[config.mk]
export PLATFORM = sky130hd
export DESIGN_NAME = multiplexed_bcd_display_scanner
export DESIGN_NICKNAME = d
export VERILOG_FILES = /design/src/hdl/mbds_pkg.sv /design/src/hdl/mbds_dabble.sv /design/src/hdl/mbds_scan.sv /design/src/hdl/multiplexed_bcd_display_scanner.sv
export SDC_FILE = /design/constraint.sdc
export NUM_CORES = 1
export LEC_CHECK = 0
export BUFFER_PORTS_ARGS = -buffer_cell sky130_fd_sc_hd__buf_2
export CORE_ASPECT_RATIO = 1.2
export CORE_UTILIZATION = 59
export DETAILED_ROUTE_END_ITERATION = 8
export PLACE_DENSITY = 0.87
export RECOVER_POWER = 25
export SLEW_MARGIN = 20
export SYNTH_ARGS = -nofsm -noshare
export SYNTH_HDL_FRONTEND = slang
export SYNTH_SLANG_ARGS = --single-unit
[constraint.sdc]
create_clock -name clk -period 12.4 [get_ports clk]
set_input_delay 0 -clock clk [delete_from_list [all_inputs] [get_ports clk]]
set_output_delay 0 -clock clk [all_outputs]
set_load 0.05 [all_outputs]
[src/hdl/mbds_pkg.sv]
// Shared types and constants for the multiplexed BCD display scanner.
`default_nettype none

package mbds_pkg;

  // Command codes carried by each request; codes above tick act as off.
  typedef enum logic [2:0] {
    CMD_INIT   = 3'd0,
    CMD_OFF    = 3'd1,
    CMD_ON     = 3'd2,
    CMD_NEWVAL = 3'd3,
    CMD_TICK   = 3'd4
  } cmd_t;

  localparam int DIGIT_WIDTH = 4;
  // The converter always keeps five decimal digits.
  localparam int CONV_DIGITS = 5;
  localparam int BCD_WIDTH   = CONV_DIGITS * DIGIT_WIDTH;
  // The scan visits at most four positions.
  localparam int MAX_SCAN    = 4;
  localparam int POS_WIDTH   = 2;

  // Request handed to the scan stage.
  typedef struct packed {
    cmd_t                   cmd;
    logic [BCD_WIDTH-1:0]   bcd;
  } scan_req_t;

  // What the display drives after one request.
  typedef struct packed {
    logic                   lit;
    logic [POS_WIDTH-1:0]   anode_select;
    logic [DIGIT_WIDTH-1:0] shown_digit;
  } scan_res_t;

endpackage

`default_nettype wire

[src/hdl/mbds_dabble.sv]
// A slice of shift-and-add-3 binary to BCD conversion steps.
`default_nettype none

module mbds_dabble #(
  parameter int BIN_WIDTH  = 16,
  parameter int FIRST_STEP = 0,
  parameter int NUM_STEPS  = 8
) (
  input  wire logic [BIN_WIDTH-1:0]          bin_value,
  input  wire logic [mbds_pkg::BCD_WIDTH-1:0] bcd_in,
  output logic      [mbds_pkg::BCD_WIDTH-1:0] bcd_out
);

  // Each step adds 3 to every digit of 5 or more, then shifts in the next bit.
  always_comb begin
    logic [mbds_pkg::BCD_WIDTH-1:0]   acc;
    logic [mbds_pkg::DIGIT_WIDTH-1:0] nib;
    acc = bcd_in;
    for (int i = 0; i < NUM_STEPS; i++) begin
      for (int d = 0; d < mbds_pkg::CONV_DIGITS; d++) begin
        nib = acc[d*mbds_pkg::DIGIT_WIDTH +: mbds_pkg::DIGIT_WIDTH];
        if (nib >= 4'd5) begin
          acc[d*mbds_pkg::DIGIT_WIDTH +: mbds_pkg::DIGIT_WIDTH] = nib + 4'd3;
        end
      end
      acc = {acc[mbds_pkg::BCD_WIDTH-2:0], bin_value[BIN_WIDTH-1-(FIRST_STEP+i)]};
    end
    bcd_out = acc;
  end

endmodule

`default_nettype wire

[src/hdl/mbds_scan.sv]
// Digit store, scan position and latched digit, with the result register.
`default_nettype none

module mbds_scan #(
  parameter int NUM_DIGITS = 4
) (
  input  wire logic                clk,
  input  wire logic                rst_n,
  input  wire logic                upd_en,
  input  wire mbds_pkg::scan_req_t req,
  output mbds_pkg::scan_res_t      res_r
);

  localparam int SCAN_COUNT = (NUM_DIGITS < mbds_pkg::MAX_SCAN) ? NUM_DIGITS
                                                                : mbds_pkg::MAX_SCAN;

  logic [mbds_pkg::DIGIT_WIDTH-1:0] digits_r   [mbds_pkg::MAX_SCAN];
  logic [mbds_pkg::DIGIT_WIDTH-1:0] digits_nxt [mbds_pkg::MAX_SCAN];
  logic [mbds_pkg::DIGIT_WIDTH-1:0] new_digits [mbds_pkg::MAX_SCAN];
  logic [mbds_pkg::POS_WIDTH-1:0]   pos_r, pos_nxt, pos_tick;
  logic [mbds_pkg::POS_WIDTH:0]     pos_inc;
  logic                             off_r, off_nxt;
  logic [mbds_pkg::DIGIT_WIDTH-1:0] latched_r, latched_nxt;
  mbds_pkg::scan_res_t              res_nxt;

  // Digits taken from the converted value; positions beyond the scan stay zero.
  always_comb begin
    for (int d = 0; d < mbds_pkg::MAX_SCAN; d++) begin
      if (d < SCAN_COUNT) begin
        new_digits[d] = req.bcd[d*mbds_pkg::DIGIT_WIDTH +: mbds_pkg::DIGIT_WIDTH];
      end else begin
        new_digits[d] = '0;
      end
    end
  end

  // Next scan position on a tick, wrapping back to the ones digit.
  assign pos_inc  = {1'b0, pos_r} + 3'd1;
  assign pos_tick = (pos_inc >= 3'(SCAN_COUNT)) ? '0 : pos_inc[mbds_pkg::POS_WIDTH-1:0];

  // Command decode and state update.
  always_comb begin
    digits_nxt  = digits_r;
    pos_nxt     = pos_r;
    off_nxt     = off_r;
    latched_nxt = latched_r;
    case (req.cmd)
      mbds_pkg::CMD_INIT: begin
        for (int d = 0; d < mbds_pkg::MAX_SCAN; d++) begin
          digits_nxt[d] = '0;
        end
        off_nxt     = 1'b0;
        pos_nxt     = '0;
        latched_nxt = '0;
      end
      mbds_pkg::CMD_ON: begin
        if (off_r) begin
          off_nxt     = 1'b0;
          pos_nxt     = '0;
          latched_nxt = digits_r[0];
        end
      end
      mbds_pkg::CMD_NEWVAL: begin
        digits_nxt = new_digits;
      end
      mbds_pkg::CMD_TICK: begin
        if (!off_r) begin
          pos_nxt     = pos_tick;
          latched_nxt = digits_r[pos_tick];
        end
      end
      default: begin
        off_nxt = 1'b1;
        pos_nxt = '0;
      end
    endcase
  end

  // Result fields are zero while the display is blanked.
  always_comb begin
    res_nxt.lit          = !off_nxt;
    res_nxt.anode_select = off_nxt ? '0 : pos_nxt;
    res_nxt.shown_digit  = off_nxt ? '0 : latched_nxt;
  end

  // State registers.
  always_ff @(posedge clk) begin
    if (!rst_n) begin
      for (int d = 0; d < mbds_pkg::MAX_SCAN; d++) begin
        digits_r[d] <= '0;
      end
      pos_r     <= '0;
      off_r     <= 1'b0;
      latched_r <= '0;
    end else if (upd_en) begin
      digits_r  <= digits_nxt;
      pos_r     <= pos_nxt;
      off_r     <= off_nxt;
      latched_r <= latched_nxt;
    end
  end

  // Result register.
  always_ff @(posedge clk) begin
    if (upd_en) begin
      res_r <= res_nxt;
    end
  end

endmodule

`default_nettype wire

[src/hdl/multiplexed_bcd_display_scanner.sv]
// Top level of the multiplexed BCD display scanner.
//
// Each input request carries a command and a binary value; each produces
// exactly one result request giving the lit flag, the anode position and
// the digit shown. Both channels use valid and stall: a request moves on a
// rising edge where valid is high and stall is low.
// A request passes through two register stages, the input register and
// the result register. Throughput is one request per cycle while the
// receiver does not stall: the first half of the BCD conversion runs ahead of the
// input register, the second half and the scan update run between the
// input register and the result register.
// When the receiver stalls, the result register holds, then the input
// register fills and in_stall rises; nothing is lost or repeated.
// Reset (rst_n low, synchronous) empties both stages, clears the stored
// digits to zero, puts the scan on the ones digit and leaves it lit.
`default_nettype none

module multiplexed_bcd_display_scanner #(
  parameter int BIN_WIDTH  = 16,
  parameter int NUM_DIGITS = 4
) (
  input  wire logic        clk,
  input  wire logic        rst_n,
  input  wire logic        in_valid,
  output logic             in_stall,
  input  wire logic [2:0]  in_command,
  input  wire logic [15:0] in_bin_value,
  output logic             out_valid,
  input  wire logic        out_stall,
  output logic             out_lit,
  output logic [1:0]       out_anode_select,
  output logic [3:0]       out_shown_digit
);

  localparam int HALF_STEPS = BIN_WIDTH / 2;
  localparam int REST_STEPS = BIN_WIDTH - HALF_STEPS;

  logic                           s1_valid_r;
  mbds_pkg::cmd_t                 s1_cmd_r;
  logic [BIN_WIDTH-1:0]           s1_val_r;
  logic [mbds_pkg::BCD_WIDTH-1:0] s1_bcd_r;
  logic [mbds_pkg::BCD_WIDTH-1:0] bcd_mid, bcd_full;
  logic                           out_valid_r;
  logic                           move, s1_en;
  mbds_pkg::scan_req_t            req;
  mbds_pkg::scan_res_t            res_r;

  // Handshake: the result register frees up when empty or taken.
  assign move     = !out_valid_r || !out_stall;
  assign s1_en    = move || !s1_valid_r;
  assign in_stall = !s1_en;

  // First half of the conversion on the incoming value.
  mbds_dabble #(
    .BIN_WIDTH  (BIN_WIDTH),
    .FIRST_STEP (0),
    .NUM_STEPS  (HALF_STEPS)
  ) u_dabble_hi (
    .bin_value (in_bin_value[BIN_WIDTH-1:0]),
    .bcd_in    ('0),
    .bcd_out   (bcd_mid)
  );

  // Input register.
  always_ff @(posedge clk) begin
    if (!rst_n) begin
      s1_valid_r <= 1'b0;
    end else if (s1_en) begin
      s1_valid_r <= in_valid;
    end
  end

  always_ff @(posedge clk) begin
    if (s1_en) begin
      s1_cmd_r <= mbds_pkg::cmd_t'(in_command);
      s1_val_r <= in_bin_value[BIN_WIDTH-1:0];
      s1_bcd_r <= bcd_mid;
    end
  end

  // Second half of the conversion.
  mbds_dabble #(
    .BIN_WIDTH  (BIN_WIDTH),
    .FIRST_STEP (HALF_STEPS),
    .NUM_STEPS  (REST_STEPS)
  ) u_dabble_lo (
    .bin_value (s1_val_r),
    .bcd_in    (s1_bcd_r),
    .bcd_out   (bcd_full)
  );

  assign req.cmd = s1_cmd_r;
  assign req.bcd = bcd_full;

  // Scan state and result register.
  mbds_scan #(
    .NUM_DIGITS (NUM_DIGITS)
  ) u_scan (
    .clk    (clk),
    .rst_n  (rst_n),
    .upd_en (s1_valid_r && move),
    .req    (req),
    .res_r  (res_r)
  );

  // Result valid.
  always_ff @(posedge clk) begin
    if (!rst_n) begin
      out_valid_r <= 1'b0;
    end else if (move) begin
      out_valid_r <= s1_valid_r;
    end
  end

  assign out_valid        = out_valid_r;
  assign out_lit          = res_r.lit;
  assign out_anode_select = res_r.anode_select;
  assign out_shown_digit  = res_r.shown_digit;

endmodule

`default_nettype wire

# --- Word level (Yosys, flattened, before mapping) ---
# Index checks and enable logic that the tools add are counted.
op_classes:
  add_sub_neg: 55
  magnitude_cmp: 56
  n_eq_ne: 3
  n_mux: 66
  bitwise_logic: 1
  reduce_logical: 13
op_table:
  columns: ["operator", "count"]
  rows:
  - ["$ge A4 B3 Y1 const B", 50]
  - ["$mux W4", 48]
  - ["$add A4 B2 Y4 const B", 40]
  - ["$pmux W16 S2", 1]
  - ["$add A3 B2 Y3 const B", 10]
  - ["$mux W3", 10]
  - ["$add A1 B2 Y3 const B", 4]
  - ["$ge A1 B3 Y1 const B", 4]
  - ["$pmux W4 S3", 1]
  - ["$bmux W4 S2", 1]
  - ["$eq A3 B2 Y1 const B", 2]
  - ["$ge A3 B3 Y1 const B", 2]
  - ["$mux W2", 3]
  - ["$pmux W2 S3", 1]
  - ["$logic_not A1 Y1", 5]
  - ["$reduce_or A2 Y1", 2]
  - ["$add A2 B1 Y3 const B", 1]
  - ["$eq A3 B3 Y1 const B", 1]
  - ["$logic_not A3 Y1", 1]
  - ["$not A2 Y3", 1]
  - ["$logic_or A1 B1 Y1", 2]
  - ["$pmux W1 S2", 1]
  - ["$reduce_and A2 Y1", 1]
  - ["$reduce_bool A2 Y1", 1]
  - ["$logic_and A1 B1 Y1", 1]
totals:
  ff_bits: 59
  in_bits: 23
  out_inout_bits: 9
  wordCells: 209

# --- Logic depth before layout (Yosys ltp) ---
logic_depth:
  word_depth: 17
  ltp_mapped: 37
  depth_no_buf: 37

# --- Hierarchy ---
# From an unflattened synthesis, not the netlist that was laid out.
unflattened:
  hier_cells: 1895
  hier_area_um2: 14365.0
modules_own_cells:
  columns: ["module", "n_inst", "cells_per_inst", "area_per_inst_um2", "seq_area_each_um2"]
  rows:
  - ["mbds_dabble", 2, 855, 5839.4, 0.0]
  - ["mbds_scan", 1, 137, 1430.1, 670.6]
  - ["multiplexed_bcd_display_scanner", 1, 48, 1256.2, 1211.2]

# --- Worst setup path after synthesis ---
# No wires, ideal clock.
synth_path:
  path_type: "reg2reg"
  startpoint: "register s1_bcd_r[5] (netlist bit)"
  endpoint: "register u_scan.digits_r[2] (netlist bit)"
  setup_time_ns: 0.117
  arrival_ns: 6.747
  t_required_ns: 12.283
  path_slack_ns: 5.536
  stages_incl_launch_ff: 37
  path_buffers: 0
  period_less_slack_ns: 6.864
  cell_sequence: "edfxtp_1 -> inv_1 -> ha_1 -> nor2b_1 -> or3_1 -> nand3_1 -> ha_1 -> a21oi_1 -> and3b_1 -> nor2_1 -> ha_1 -> nand3b_1 -> nand2_1 -> a211o_1 -> or2_4 -> nor3_1 -> nor3_2 -> nand2b_1 -> ha_1 -> a21o_1 -> xor2_1 -> inv_1 -> ha_1 -> nand2b_1 -> or4_1 -> a31oi_1 -> mux2i_1 -> inv_1 -> ha_1 -> nor2_1 -> o21a_1 -> o21ai_0 -> inv_1 -> ha_1 -> a31oi_1 -> o21ai_0 -> a32o_1"
synth_via:
  elab_chain_len: 17
  word_cells_on_any_way: 55
  cone_classes: "add/sub: 18; order compare: 18; mux: 19"
synth_lines:
  columns: ["item", "line_no", "text"]
  rows:
  - ["start: declaration", "multiplexed_bcd_display_scanner.sv:41", "logic [mbds_pkg::BCD_WIDTH-1:0] s1_bcd_r;"]
  - ["start signal: assignment", "multiplexed_bcd_display_scanner.sv:77", "s1_bcd_r <= bcd_mid;"]
  - ["$add A4 B2 Y4 or $ge A4 B3 Y1 (tied branches)", "mbds_dabble.sv:23, mbds_dabble.sv:22", null]
  - ["$mux W4 *", "mbds_dabble.sv:22", "if (nib >= 4'd5) begin"]
  - ["$add A4 B2 Y4 or $ge A4 B3 Y1 (tied branches)", "mbds_dabble.sv:23, mbds_dabble.sv:22", null]
  - ["$mux W4", "mbds_dabble.sv:22", null]
  - ["$add A4 B2 Y4, or another cell as far along", "mbds_dabble.sv:23", "acc[d*mbds_pkg::DIGIT_WIDTH +: mbds_pkg::DIGIT_WIDTH] = nib + 4'd3;"]
  - ["$mux W4 or $mux W3 (tied branches)", "mbds_dabble.sv:22", null]
  - ["$add A4 B2 Y4, or another cell as far along", "mbds_dabble.sv:23", null]
  - ["$mux W4 or $mux W3 (tied branches)", "mbds_dabble.sv:22", null]
  - ["$add A4 B2 Y4, or another cell as far along", "mbds_dabble.sv:23", null]
  - ["$mux W4 or $mux W3 (tied branches)", "mbds_dabble.sv:22", null]
  - ["$add A4 B2 Y4, or another cell as far along", "mbds_dabble.sv:23", null]
  - ["$mux W4 or $mux W3 (tied branches)", "mbds_dabble.sv:22", null]
  - ["$add A4 B2 Y4, or another cell as far along", "mbds_dabble.sv:23", null]
  - ["$mux W4 or $mux W3 (tied branches)", "mbds_dabble.sv:22", null]
  - ["$ge A4 B3 Y1 or $add A3 B2 Y3 (tied branches)", "mbds_dabble.sv:22, mbds_dabble.sv:23", null]
  - ["$mux W3 *", "mbds_dabble.sv:22", null]
  - ["$pmux W16 S2 *", "mbds_scan.sv:47", "case (req.cmd)"]
  - ["end signal: assignment", "mbds_scan.sv:96", "digits_r <= digits_nxt;"]
  - ["end: declaration", "mbds_scan.sv:17", "logic [mbds_pkg::DIGIT_WIDTH-1:0] digits_r [mbds_pkg::MAX_SCAN];"]
# Mark *: on every way between the ends. The rest lies on a longest branch, timed or not.
# A chain may end at the register's enable or synchronous reset.

# --- Worst setup path in the final report ---
# Same ends and word-level chain as after synthesis.

==> results.yml <==
route:
  num_vias: 6515
  met2_length_mm: 7.639
  wl_met1_mm: 6.339
  totalWireLength_mm: 14.88
  drtIter0Drc: 604
  drc: 2
  met3WireLength_um: 542
  routedWlPerCell_um: 15.10
  final_antenna_net_count: 0
  routed.top_layer: "met4"
  via_per_inst: 6.614
  drtPass1Iterations: 9
place:
  dp.final_hpwl_mm: 10.78
  port-buffer-count: 31
  dpl.cell_count: 963
  globalplace.congestion: 0.8712
global_route:
  grt_overflow_total: 0
  grt_pass1_vias: 6050
  grt_pass1_wl_mm: 25.52
  grt_use_total_pct: 25.90
  antenna_found_initial: 0
  grt_start_max_net_pins: 23
sta:
  period_share_pct: 61.95
  setup_violations: 0
  skew_ps: 9.468
  finalHoldViolCount: 0
  drv_slew: 0
  tightest_slew_ps: 1012
  rsz0062_at_grt: "no"
  final.setup.tns_ps: 0
  max_freq_ghz: 0.1302
  holdWs_ps: 23.29
  fin_crit_ps: 7682
  max_slew_margin_pct: 31.45
setup_path:
  endpoint_kind: "flop"
  cp_max_fo: 6
  cpMaxStageDelayCell: "nor4_1"
  cpMostUsedCell: "ha_1"
  worstPathRequired_ps: 12600
  critPathKind: "reg -> reg"
  worst_path_largest_cell_delay_ps: 770
  cp.arrival_ps: 7880
  startpoint_type: "flop"
logic_synthesis:
  ys_async_sr_fraction_pct: 0
  synth_top_area_share_pct: 12.81
  synthCells: 837
  synth-edff-count: 28
  yosys.cell_types.count: 106
  synth.area.top_cells: "edfxtp_1, dfxtp_1, ha_1"
  ys_warn_count: 0
  avgSynthCellArea_um2: 7.839
  synth_ff_type: "edfxtp_1"
  synth-seq-cells: 53
  yosysSeqAreaShare_pct: 20.44
  synth.cell_area_mm2: 0.006561
  synth_fp_nets: 898
  synth_top_cell_by_area: "edfxtp_1"
die:
  die_area_mm2: 0.01155
  io_pins: 32
  initial_core_util_pct: 61.49
  rows: 41
  die_w_um: 98.27
  core_area_mm2: 0.01067
  die_h_um: 117.5
cells_and_area:
  fin_cells: 985
  nFillCells: 906
  final_layout_size_suffix_gt1_share_pct: 10.86
  area_growth_pct: 6.941
  antennaDiodeCount: 0
  multi_input_area_mm2: 0.004907
  regArea_mm2: 0.001341
  nets: 916
  finish.utilization_pct: 65.76
run_status:
  violations: "DRC"
  outcome: "complete, but fails checks"
clock_network:
  cts_buffer_depth: 2
  path_clk_slew_ps: 70
  ctsResizeCount: 0
  cts_root_buffer: "clkbuf_16"
  cts_tree: "done"
  cts_buffers: 5
  htree_levels: 2
  insertion_delay_ps: 310
  cts_sinks: 53
run:
  max_cap_violations: 0
worst_hold_path:
  hold_class: "in -> reg"
per-layer routing:
metal / vias up / GRT usage, %
li1: 3250 / -
met1: 3037 / 29.73
met2: 191 / 47.76
met3: 37 / 3.207
met4: 0 / 11.01
met5: - / 0
timing repair:
action | CTS | global route
endpoints found under the hold margin | 14 | 0
hold buffers | 14 | 0
setup buffers | 0 | 0
critical path: cells and delay by family, from the launching register on:
kind,cells,cell delay [ps]
buf+inv,4,480
fa+ha+maj,6,1390
mux,2,590
simple gates,10,2240
compound gates,10,2200
xor+xnor,1,280
flops,1,420
cell usage after synthesis (15+ instances only):
master	number
nand2_1	87
ha_1	38
nand3_1	34
nor2_1	67
edfxtp_1	28
a21oi_1	48
dfxtp_1	25
mux2i_1	23
nor3_1	24
clkbuf_1	24
o21ai_0	57
a31oi_1	15
inv_1	41
final cells by class:
class | instances | area share, %
clock inverters | 3 | 0.3566
well taps | 129 | 2.300
inverters | 45 | 2.407
multi-input cells | 704 | 69.94
repair buffers | 46 | 4.101
flip-flops and latches | 53 | 19.12
clock buffers | 5 | 1.783
logic make-up after synthesis:
group           after synthesis  share of synthesized area (%)
xor+xnor                     20                          3.185
simple gates                309                          23.49
fa+ha+maj                    40                          7.552
compound gates              298                          33.85
mux                          37                          6.636
flops                        53                          20.44
buf+inv                      80                          4.844
registers in the layout, summed over array words and instances (netlist names):
signal / cells
s1_cmd_r: 3
s1_valid_r: 1
u_scan.off_r: 1
out_valid: 1
u_scan.res_r: 7
u_scan.pos_r: 2
s1_bcd_r: 10
u_scan.latched_r: 4
s1_val_r: 8
u_scan.digits_r: 16
final timing paths:
| path | start | endpoint | slack, ps | cells after the start |
|---|---|---|---|---|
| worst max-delay path | s1_bcd_r[5] | u_scan.digits_r[2] | 4720 | 33 |
| worst min-delay path | in_bin_value[9] | s1_bcd_r[1] | 20 | 2 |
| worst max register to register | s1_bcd_r[5] | u_scan.digits_r[2] | 4720 | 33 |
| worst min register to register | u_scan.digits_r[11] | u_scan.digits_r[11] | 450 | 2 |
stage by stage:
step | worst slack (ps) | instance area [µm²]
2_1_floorplan | 5536 | 6561
3_3_place_gp | 5077 | 6736
3_5_place_dp | 4746 | 6736
4_1_cts | 4712 | 7027
5_1_grt | 3883 | 7017
6_report | 4718 | 7017
placed cells by master, fill, tap and decap left out, types with 10 or more instances in the layout:
| cell type | Yosys | routed |
|---|---|---|
| nor2b_1 | 13 | 13 |
| a31oi_1 | 15 | 15 |
| ha_1 | 38 | 38 |
| mux2i_1 | 23 | 23 |
| nand2b_1 | 13 | 13 |
| nand3_1 | 34 | 33 |
| o211a_1 | 11 | 11 |
| o211ai_1 | 10 | 10 |
| dlygate4sd3_1 | 0 | 14 |
| nor2_1 | 67 | 67 |
| clkbuf_1 | 24 | 10 |
| nand2_1 | 87 | 87 |
| and2_1 | 10 | 10 |
| inv_1 | 41 | 41 |
| nor3_1 | 24 | 24 |
| dfxtp_1 | 25 | 25 |
| o22ai_1 | 10 | 10 |
| buf_2 | 8 | 22 |
| a21oi_1 | 48 | 48 |
| edfxtp_1 | 28 | 28 |
| o21ai_0 | 57 | 57 |
| xnor2_1 | 13 | 13 |
Power is left out: the tool's default activity adds up to more than one toggle a clock period on the data nets, which glitch-free logic cannot reach.
